## config.mk

```make
export PLATFORM = sky130hd
export DESIGN_NAME = periodic_burst_record_scheduler
export DESIGN_NICKNAME = d
export VERILOG_FILES = /design/src/pbrs_pkg.sv /design/src/pbrs_front.sv /design/src/pbrs_fifo.sv /design/src/pbrs_back.sv /design/src/periodic_burst_record_scheduler.sv
export SDC_FILE = /design/constraint.sdc
export NUM_CORES = 2
export LEC_CHECK = 0
export BUFFER_PORTS_ARGS = -buffer_cell sky130_fd_sc_hd__buf_2
export CAP_MARGIN = 20
export CORE_AREA = 2 2 360 362
export CTS_BUF_LIST = sky130_fd_sc_hd__clkbuf_8
export DETAILED_ROUTE_END_ITERATION = 10
export DIE_AREA = 0 0 362 364
export SYNTH_ARGS = -nofsm -noshare
export SYNTH_HDL_FRONTEND = slang
export SYNTH_SLANG_ARGS = --single-unit
```

## constraint.sdc

```tcl
create_clock -name clk_i -period 5.95 [get_ports clk_i]
set_input_delay 0.2975 -clock clk_i [delete_from_list [all_inputs] [get_ports clk_i]]
set_output_delay 0.2975 -clock clk_i [all_outputs]
set_load 0.05 [all_outputs]
```

## src/pbrs_pkg.sv

```systemverilog
// Package for the periodic burst record scheduler.
// Holds sizes, register indexes, the idle stop code and the shared types.
// No dependencies.
`timescale 1ns / 1ps

package pbrs_pkg;

  localparam int CHANNELS    = 4;
  localparam int OFFSET_BITS = 32;
  localparam int MAX_OUT     = 4;
  localparam int NUM_SETUP   = 4;
  localparam int CH_W        = (CHANNELS > 1) ? $clog2(CHANNELS) : 1;
  localparam int N_LIMIT     = (CHANNELS < MAX_OUT) ? CHANNELS : MAX_OUT;
  localparam int FIFO_DEPTH  = 2;

  localparam int CFG_IDX_W  = 3;
  localparam int CFG_DATA_W = 64;

  localparam logic [CFG_IDX_W-1:0] REG_CHANNELS_IN_USE = 3'd0;
  localparam logic [CFG_IDX_W-1:0] REG_SETUP_BASE      = 3'd1;

  localparam logic [11:0] IDLE_STOP = 12'hFFF;

  typedef struct packed {
    logic [2:0]                  count;
    logic [CHANNELS-1:0][63:0]   setup;
  } pbrs_cfg_t;

  typedef struct packed {
    logic                        restart;
    logic [31:0]                 step;
    logic [CHANNELS-1:0]         mask;
    logic [CHANNELS-1:0][7:0]    sizes;
  } pbrs_entry_t;

endpackage

```

## src/pbrs_front.sv

```systemverilog
// Front end of the scheduler: accepts ticks and advances every channel.
// Pushes one classified entry per tick into the queue. Uses pbrs_pkg.
`timescale 1ns / 1ps

module pbrs_front (
  input  logic                clk_i,
  input  logic                rst_ni,
  input  pbrs_pkg::pbrs_cfg_t cfg_i,
  input  logic                in_valid_i,
  output logic                in_ready_o,
  input  logic                in_restart_i,
  output logic                push_valid_o,
  input  logic                push_ready_i,
  output pbrs_pkg::pbrs_entry_t push_entry_o
);

  logic [31:0] step_q, step_d;
  logic [pbrs_pkg::CHANNELS-1:0][15:0] dly_q, dly_d;
  logic [pbrs_pkg::CHANNELS-1:0][15:0] phase_q, phase_d;
  logic [pbrs_pkg::CHANNELS-1:0][11:0] bidx_q, bidx_d;
  logic [pbrs_pkg::CHANNELS-1:0][11:0] idle_q, idle_d;
  logic [pbrs_pkg::CHANNELS-1:0]       stop_q, stop_d;
  logic [pbrs_pkg::CHANNELS-1:0]       wr;
  logic [2:0]  n_lim;
  logic [31:0] stp;
  logic        accept;

  assign accept       = in_valid_i && in_ready_o;
  assign in_ready_o   = push_ready_i;
  assign push_valid_o = in_valid_i;
  assign stp          = in_restart_i ? 32'd0 : step_q;
  assign step_d       = stp + 32'd1;
  assign n_lim        = (cfg_i.count > 3'(pbrs_pkg::N_LIMIT)) ? 3'(pbrs_pkg::N_LIMIT)
                                                               : cfg_i.count;

  always_comb begin
    logic [15:0] per;
    logic [11:0] burst;
    logic [11:0] idle;
    logic [15:0] dly;
    logic [15:0] ph;
    logic [11:0] bi;
    logic [11:0] il;
    logic        st;
    logic [11:0] bi_inc;
    logic [16:0] ph_inc;
    for (int c = 0; c < pbrs_pkg::CHANNELS; c++) begin
      per   = (cfg_i.setup[c][31:16] == 16'd0) ? 16'd1 : cfg_i.setup[c][31:16];
      burst = cfg_i.setup[c][43:32];
      idle  = cfg_i.setup[c][55:44];
      if (in_restart_i) begin
        dly = cfg_i.setup[c][15:0];
        ph  = '0;
        bi  = '0;
        il  = '0;
        st  = 1'b0;
      end else begin
        dly = dly_q[c];
        ph  = phase_q[c];
        bi  = bidx_q[c];
        il  = idle_q[c];
        st  = stop_q[c];
      end
      bi_inc = bi + 12'd1;
      ph_inc = {1'b0, ph} + 17'd1;
      wr[c]  = 1'b0;
      if (st) begin
      end else if (dly != 16'd0) begin
        dly = dly - 16'd1;
      end else if (il != 12'd0) begin
        il = il - 12'd1;
      end else if (ph == 16'd0) begin
        wr[c] = 1'b1;
        if (burst != 12'd0 && bi_inc >= burst) begin
          bi = '0;
          ph = '0;
          if (idle == pbrs_pkg::IDLE_STOP) begin
            st = 1'b1;
          end else begin
            il = idle;
          end
        end else begin
          bi = bi_inc;
          ph = (per > 16'd1) ? 16'd1 : 16'd0;
        end
      end else begin
        ph = (ph_inc >= {1'b0, per}) ? 16'd0 : ph_inc[15:0];
      end
      dly_d[c]   = dly;
      phase_d[c] = ph;
      bidx_d[c]  = bi;
      idle_d[c]  = il;
      stop_d[c]  = st;
      push_entry_o.mask[c]  = wr[c] && (c < int'(n_lim));
      push_entry_o.sizes[c] = cfg_i.setup[c][63:56];
    end
    push_entry_o.restart = in_restart_i;
    push_entry_o.step    = stp;
  end

  always_ff @(posedge clk_i or negedge rst_ni) begin
    if (!rst_ni) begin
      step_q  <= '0;
      dly_q   <= '0;
      phase_q <= '0;
      bidx_q  <= '0;
      idle_q  <= '0;
      stop_q  <= '0;
    end else if (accept) begin
      step_q  <= step_d;
      dly_q   <= dly_d;
      phase_q <= phase_d;
      bidx_q  <= bidx_d;
      idle_q  <= idle_d;
      stop_q  <= stop_d;
    end
  end

endmodule

```

## src/pbrs_fifo.sv

```systemverilog
// Short queue of tick entries between the front end and the back end.
// Two entries with valid and ready on both sides. Uses pbrs_pkg.
`timescale 1ns / 1ps

module pbrs_fifo (
  input  logic                  clk_i,
  input  logic                  rst_ni,
  input  logic                  push_valid_i,
  output logic                  push_ready_o,
  input  pbrs_pkg::pbrs_entry_t push_entry_i,
  output logic                  pop_valid_o,
  input  logic                  pop_ready_i,
  output pbrs_pkg::pbrs_entry_t pop_entry_o
);

  localparam int PTR_W = (pbrs_pkg::FIFO_DEPTH > 1) ? $clog2(pbrs_pkg::FIFO_DEPTH) : 1;
  localparam int CNT_W = $clog2(pbrs_pkg::FIFO_DEPTH + 1);

  pbrs_pkg::pbrs_entry_t mem_q [pbrs_pkg::FIFO_DEPTH];
  logic [PTR_W-1:0] wr_ptr_q, wr_ptr_d;
  logic [PTR_W-1:0] rd_ptr_q, rd_ptr_d;
  logic [CNT_W-1:0] count_q, count_d;
  logic push;
  logic pop;

  assign push_ready_o = (count_q != CNT_W'(pbrs_pkg::FIFO_DEPTH));
  assign pop_valid_o  = (count_q != '0);
  assign pop_entry_o  = mem_q[rd_ptr_q];
  assign push = push_valid_i && push_ready_o;
  assign pop  = pop_valid_o && pop_ready_i;

  always_comb begin
    wr_ptr_d = wr_ptr_q;
    rd_ptr_d = rd_ptr_q;
    count_d  = count_q;
    if (push) begin
      wr_ptr_d = (wr_ptr_q == PTR_W'(pbrs_pkg::FIFO_DEPTH - 1)) ? '0 : wr_ptr_q + PTR_W'(1);
    end
    if (pop) begin
      rd_ptr_d = (rd_ptr_q == PTR_W'(pbrs_pkg::FIFO_DEPTH - 1)) ? '0 : rd_ptr_q + PTR_W'(1);
    end
    if (push && !pop) begin
      count_d = count_q + CNT_W'(1);
    end else if (pop && !push) begin
      count_d = count_q - CNT_W'(1);
    end
  end

  always_ff @(posedge clk_i or negedge rst_ni) begin
    if (!rst_ni) begin
      wr_ptr_q <= '0;
      rd_ptr_q <= '0;
      count_q  <= '0;
    end else begin
      wr_ptr_q <= wr_ptr_d;
      rd_ptr_q <= rd_ptr_d;
      count_q  <= count_d;
    end
  end

  always_ff @(posedge clk_i) begin
    if (push) begin
      mem_q[wr_ptr_q] <= push_entry_i;
    end
  end

`ifndef SYNTHESIS
  a_count_bound: assert property (@(posedge clk_i) disable iff (!rst_ni)
    count_q <= CNT_W'(pbrs_pkg::FIFO_DEPTH))
    else $error("Queue count exceeds its depth.");

  a_push_grows: assert property (@(posedge clk_i) disable iff (!rst_ni)
    (push && !pop) |=> (count_q == $past(count_q) + CNT_W'(1)))
    else $error("Queue count did not grow on a lone push.");

  a_pop_shrinks: assert property (@(posedge clk_i) disable iff (!rst_ni)
    (pop && !push) |=> (count_q == $past(count_q) - CNT_W'(1)))
    else $error("Queue count did not shrink on a lone pop.");

  a_ptr_gap: assert property (@(posedge clk_i) disable iff (!rst_ni)
    (count_q == '0) |-> (wr_ptr_q == rd_ptr_q))
    else $error("Queue pointers differ while the queue is empty.");
`endif

endmodule

```

## src/pbrs_back.sv

```systemverilog
// Back end of the scheduler: expands each tick entry into its results.
// Keeps the running data offset and the output register. Uses pbrs_pkg.
`timescale 1ns / 1ps

module pbrs_back (
  input  logic                  clk_i,
  input  logic                  rst_ni,
  input  logic                  pop_valid_i,
  output logic                  pop_ready_o,
  input  pbrs_pkg::pbrs_entry_t pop_entry_i,
  output logic                  out_valid_o,
  input  logic                  out_ready_i,
  output logic                  out_has_write_o,
  output logic [1:0]            out_channel_o,
  output logic [31:0]           out_data_offset_o,
  output logic [7:0]            out_record_size_o,
  output logic [31:0]           out_step_number_o,
  output logic                  out_last_o
);

  logic                               cur_valid_q, cur_valid_d;
  logic [pbrs_pkg::CHANNELS-1:0]      cur_mask_q, cur_mask_d;
  logic [31:0]                        cur_step_q;
  logic [pbrs_pkg::CHANNELS-1:0][7:0] cur_sizes_q;
  logic [pbrs_pkg::OFFSET_BITS-1:0]   offset_q, offset_d;
  logic                               out_valid_q, out_valid_d;
  logic                               has_write_q;
  logic [1:0]                         channel_q;
  logic [31:0]                        data_offset_q;
  logic [7:0]                         record_size_q;
  logic [31:0]                        step_number_q;
  logic                               last_q;
  logic [pbrs_pkg::CH_W-1:0]          sel_idx;
  logic                               sel_found;
  logic [pbrs_pkg::CHANNELS-1:0]      mask_clr;
  logic                               is_last;
  logic                               emit;
  logic                               load;

  always_comb begin
    sel_idx   = '0;
    sel_found = 1'b0;
    for (int c = pbrs_pkg::CHANNELS - 1; c >= 0; c--) begin
      if (cur_mask_q[c]) begin
        sel_idx   = pbrs_pkg::CH_W'(c);
        sel_found = 1'b1;
      end
    end
    mask_clr = cur_mask_q;
    if (sel_found) begin
      mask_clr[sel_idx] = 1'b0;
    end
  end

  assign is_last     = (mask_clr == '0);
  assign emit        = cur_valid_q && (!out_valid_q || out_ready_i);
  assign load        = pop_valid_i && (!cur_valid_q || (emit && is_last));
  assign pop_ready_o = !cur_valid_q || (emit && is_last);

  always_comb begin
    cur_valid_d = cur_valid_q;
    cur_mask_d  = cur_mask_q;
    offset_d    = offset_q;
    out_valid_d = out_valid_q;
    if (emit) begin
      cur_mask_d  = mask_clr;
      out_valid_d = 1'b1;
      if (is_last) begin
        cur_valid_d = 1'b0;
      end
      if (sel_found) begin
        offset_d = offset_q
                 + pbrs_pkg::OFFSET_BITS'(cur_sizes_q[sel_idx]);
      end
    end else if (out_ready_i) begin
      out_valid_d = 1'b0;
    end
    if (load) begin
      cur_valid_d = 1'b1;
      cur_mask_d  = pop_entry_i.mask;
      if (pop_entry_i.restart) begin
        offset_d = '0;
      end
    end
  end

  always_ff @(posedge clk_i or negedge rst_ni) begin
    if (!rst_ni) begin
      cur_valid_q <= 1'b0;
      cur_mask_q  <= '0;
      offset_q    <= '0;
      out_valid_q <= 1'b0;
    end else begin
      cur_valid_q <= cur_valid_d;
      cur_mask_q  <= cur_mask_d;
      offset_q    <= offset_d;
      out_valid_q <= out_valid_d;
    end
  end

  always_ff @(posedge clk_i) begin
    if (load) begin
      cur_step_q  <= pop_entry_i.step;
      cur_sizes_q <= pop_entry_i.sizes;
    end
    if (emit) begin
      has_write_q   <= sel_found;
      channel_q     <= sel_found ? 2'(sel_idx) : 2'd0;
      data_offset_q <= sel_found ? 32'(offset_q) : 32'd0;
      record_size_q <= sel_found ? cur_sizes_q[sel_idx] : 8'd0;
      step_number_q <= cur_step_q;
      last_q        <= is_last;
    end
  end

  assign out_valid_o       = out_valid_q;
  assign out_has_write_o   = has_write_q;
  assign out_channel_o     = channel_q;
  assign out_data_offset_o = data_offset_q;
  assign out_record_size_o = record_size_q;
  assign out_step_number_o = step_number_q;
  assign out_last_o        = last_q;

endmodule

```

## src/periodic_burst_record_scheduler.sv

```systemverilog
// Top level of the periodic burst record scheduler: configuration registers
// and the front end, queue and back end. Uses pbrs_pkg and the pbrs modules.
//
// Each accepted tick advances every channel's delay, idle, period and burst
// counters in the front end and is queued as one entry; the back end then
// gives one result per cycle from its output register while the output is
// not stalled, so a tick yields max(1, k) results, where k is the number of channels
// in use that record at that step (at most four). A new tick is accepted every
// cycle while the two-entry queue between front and back has room.
`timescale 1ns / 1ps

module periodic_burst_record_scheduler (
  input  logic        clk_i,
  input  logic        rst_ni,
  input  logic        cfg_we_i,
  input  logic [2:0]  cfg_idx_i,
  input  logic [63:0] cfg_data_i,
  input  logic        in_valid_i,
  output logic        in_ready_o,
  input  logic        in_restart_i,
  output logic        out_valid_o,
  input  logic        out_ready_i,
  output logic        out_has_write_o,
  output logic [1:0]  out_channel_o,
  output logic [31:0] out_data_offset_o,
  output logic [7:0]  out_record_size_o,
  output logic [31:0] out_step_number_o,
  output logic        out_last_o
);

  pbrs_pkg::pbrs_cfg_t   cfg_q;
  logic                  push_valid;
  logic                  push_ready;
  pbrs_pkg::pbrs_entry_t push_entry;
  logic                  pop_valid;
  logic                  pop_ready;
  pbrs_pkg::pbrs_entry_t pop_entry;

  always_ff @(posedge clk_i or negedge rst_ni) begin
    if (!rst_ni) begin
      cfg_q <= '0;
    end else if (cfg_we_i) begin
      if (cfg_idx_i == pbrs_pkg::REG_CHANNELS_IN_USE) begin
        cfg_q.count <= cfg_data_i[2:0];
      end
      for (int c = 0; c < pbrs_pkg::CHANNELS; c++) begin
        if (c < pbrs_pkg::NUM_SETUP
            && cfg_idx_i == pbrs_pkg::CFG_IDX_W'(int'(pbrs_pkg::REG_SETUP_BASE) + c)) begin
          cfg_q.setup[c] <= cfg_data_i;
        end
      end
    end
  end

  pbrs_front u_front (
    .clk_i        (clk_i),
    .rst_ni       (rst_ni),
    .cfg_i        (cfg_q),
    .in_valid_i   (in_valid_i),
    .in_ready_o   (in_ready_o),
    .in_restart_i (in_restart_i),
    .push_valid_o (push_valid),
    .push_ready_i (push_ready),
    .push_entry_o (push_entry)
  );

  pbrs_fifo u_fifo (
    .clk_i        (clk_i),
    .rst_ni       (rst_ni),
    .push_valid_i (push_valid),
    .push_ready_o (push_ready),
    .push_entry_i (push_entry),
    .pop_valid_o  (pop_valid),
    .pop_ready_i  (pop_ready),
    .pop_entry_o  (pop_entry)
  );

  pbrs_back u_back (
    .clk_i             (clk_i),
    .rst_ni            (rst_ni),
    .pop_valid_i       (pop_valid),
    .pop_ready_o       (pop_ready),
    .pop_entry_i       (pop_entry),
    .out_valid_o       (out_valid_o),
    .out_ready_i       (out_ready_i),
    .out_has_write_o   (out_has_write_o),
    .out_channel_o     (out_channel_o),
    .out_data_offset_o (out_data_offset_o),
    .out_record_size_o (out_record_size_o),
    .out_step_number_o (out_step_number_o),
    .out_last_o        (out_last_o)
  );

endmodule

```

==> metrics <==
fin nets 4504; routed vias 32380; Starting Density around 34%; Max Clock Skew between 40 and 50 ps; clk_lat worst skew 860 ps; async set-or-reset flop fraction in the synthesized netlist 66.87%; largest net degree at the start of global routing 161; Int Pwr roughly 13 mW; Slew HR a little over a quarter; most common cell in the netlist dfrtp_1; pwr/cell area 395.3 mW/mm2; GP Congestion between 0.8 and 0.9; synth top area cells dfrtp_1 (32%), edfxtp_1 (19%), mux2_2 (6.5%); Vias/cell 5.325; P_leak between 20 and 25 nW; EDFF count, synth 278; Die Wd ~360 um; CTS tree yes; top_reg_cell synth dfrtp_1; clock-pin slew on the worst setup and hold paths 60 ps; Tmin final 4449 ps; status finished clean; Synth Register Bits 839; Synth warnings 0; unrepaired setup endpoints after global routing no; Worst path slowest cell nor4_1; Setup violations, final 0; final hold vios 0; initial antenna violation count 9; MaxCap Viol Count 0; Cell Rows 132; Psw between 7 and 8 mW; Max H-tree Level 4; synth cell count leaders dfrtp_1 (561), nand2_1 (399), edfxtp_1 (278); Worst-Margin Slew 1100 ps; Congestion Overflow GR 0; # IOs 151; Yosys top cell by area dfrtp_1; # clock sinks 839; crit path DAT approximately 5200 ps; number of remaining DRC errors 0; Clock power frac 27.7%; DRT iter0 DRCs 2437; Post CTS Setup Buffer Count 0; Syn Nets 4246; vias in the first global route ~32000; Placed Cells 5722; Post-Syn Area 0.04325 mm2; final wirelength 113300 um; Top cell by count, worst path ha_1; Gate Count Post-Synth 4030; Worst setup EP type register; share of cells above drive strength 1 16.94%; CP required 6740 ps; DPL Wire Length 75910 um; port bufs 150; fin cells slightly above 6000; root buffer cell clkbuf_8; CTS max path bufs 3; CTS Buf Count 150; setup TNS 0 ps; switching share of power 35.73%; first-pass GRT wire length 181200 um; Comb power frac 28.7%; Netlist cell types 98; R2R Setup Slk around 1500 ps; die footprint approximately 0.13 mm2; Largest stage delay, worst path 670 ps; Mean Syn Cell Area 10.73 um2; Worst Path Max Fanout 13; CP Class register to register; period utilization 74.78%; DRT antenna net count 0; post-synthesis sequential area ratio 51.76%; f_max 224.8 MHz; Setup crit start kind register; core footprint 0.1283 mm2; Die Y approximately 360 um; Synth top area share 32.46%; Hold Crit Class primary input to async pin; wire length per cell 18.63 um; Pre-Repair DR Iteration Count 6; gr usage total between 15 and 20%; Reg power frac 43.6%; Syn-to-layout area delta 15.08%; crit path cell chain nor2b_1, ha_1, nand3b_1, nor4_1, and4_1, nand2_1, xnor2_1, ha_1, a211oi_1, o211ai_1, o31ai_1, and3_1, a31o_2, a22o_1; Max IR drop VDD 0.0002849 V; Max Slew Vio Count 0
[metal layers]
| metal | up-vias | GRT usage, % | part of all wire, % |
|---|---|---|---|
| met5 | - | 0 | 0.039 |
| met4 | 6 | 5.408 | 2.4 |
| met3 | 189 | 3.079 | 4.9 |
| met2 | 877 | 27.82 | 47 |
| met1 | 16020 | 23.34 | 46 |
| li1 | 15290 | - | - |
[power groups by stage]
| stage | clock network (mW) | logic [mW] | registers [mW] |
|---|---|---|---|
| after floorplan | 0 | 3.45 | 9.17 |
| after global placement | 0 | 5.49 | 8.63 |
| after detailed placement | 0 | 5.60 | 8.67 |
| after CTS | 5.63 | 5.68 | 8.58 |
| after global routing | 5.89 | 6.23 | 8.75 |
| final | 5.46 | 5.64 | 8.58 |
[repair_timing]
action,4_1_cts,5_1_grt
resized for setup,0,0
hold buffers,85,0
setup endpoints to repair,0,0
endpoints found under the hold margin,357,0
[final cells by class]
cell class	instances	area, um2
clock buffer	181	2491
tap	1675	2096
inverter	173	653.1
antenna	2	5.005
multi-input combinational	2837	19500
fill	12520	78560
timing repair buffer	287	2110
sequential	839	22390
clock inverter	86	531.8
[registers in the layout (all words and copies together) (netlist names), 48 cells and up]
name and count:
cfg_q 259, u_fifo.mem_q 138, u_front.dly_q 64, u_front.phase_q 64, u_front.bidx_q 48, u_front.idle_q 48
[placed cells by master (no fill, tap or decap), types with 142 or more instances in the layout]
cell and count:
dfrtp_1 560, nand2_1 397, edfxtp_1 278, mux2_2 249, nor2_1 237, o21ai_0 226
inv_1 214, clkbuf_8 181, a21oi_1 158, buf_2 148, ha_1 142
[critical path: cells and delay by family (launching register included)]
| family | cells | cell delay, ps |
|---|---|---|
| compound gates | 5 | 1100 |
| flops | 1 | 390 |
| xor+xnor | 1 | 150 |
| fa+ha+maj | 2 | 610 |
| simple gates | 6 | 2130 |
[metrics by stage]
stage	instance area [um2]	setup WS [ps]	utilization [%]	power, mW	hold WS, ps
global placement	45850	1420	35.73	14.12	401.8
detailed placement	45850	1353	35.73	14.27	404.5
CTS	49730	1497	38.75	19.88	35.94
finish	49770	1501	38.78	19.67	119.9
global route	49770	952.3	38.78	20.87	97.17
floorplan	43250	618.7	-	12.62	1.909
[final timing paths]
check	startpoint	depth (start not counted)	to
hold reg to reg	u_back.cur_step_q[17]	0	u_back.out_step_number_o[17]
setup / recovery	u_front.phase_q[32]	14	u_front.phase_q[46]
max in group asynchronous	rst_ni	3	u_front.phase_q[16]
min in group clk_i	cfg_we_i	6	cfg_q[220]
setup reg to reg	u_front.phase_q[32]	14	u_front.phase_q[46]
hold / removal	rst_ni	2	u_front.bidx_q[1]
[cells by family after synthesis]
group	count (synthesis)	share of synthesized area, %
mux	302	7.710
fa+ha+maj	144	4.178
buf+inv	354	3.307
compound gates	813	12.70
flops	839	51.76
xor+xnor	199	4.030
simple gates	1379	16.31
No activity file was read; power rests on OpenSTA's default activity.
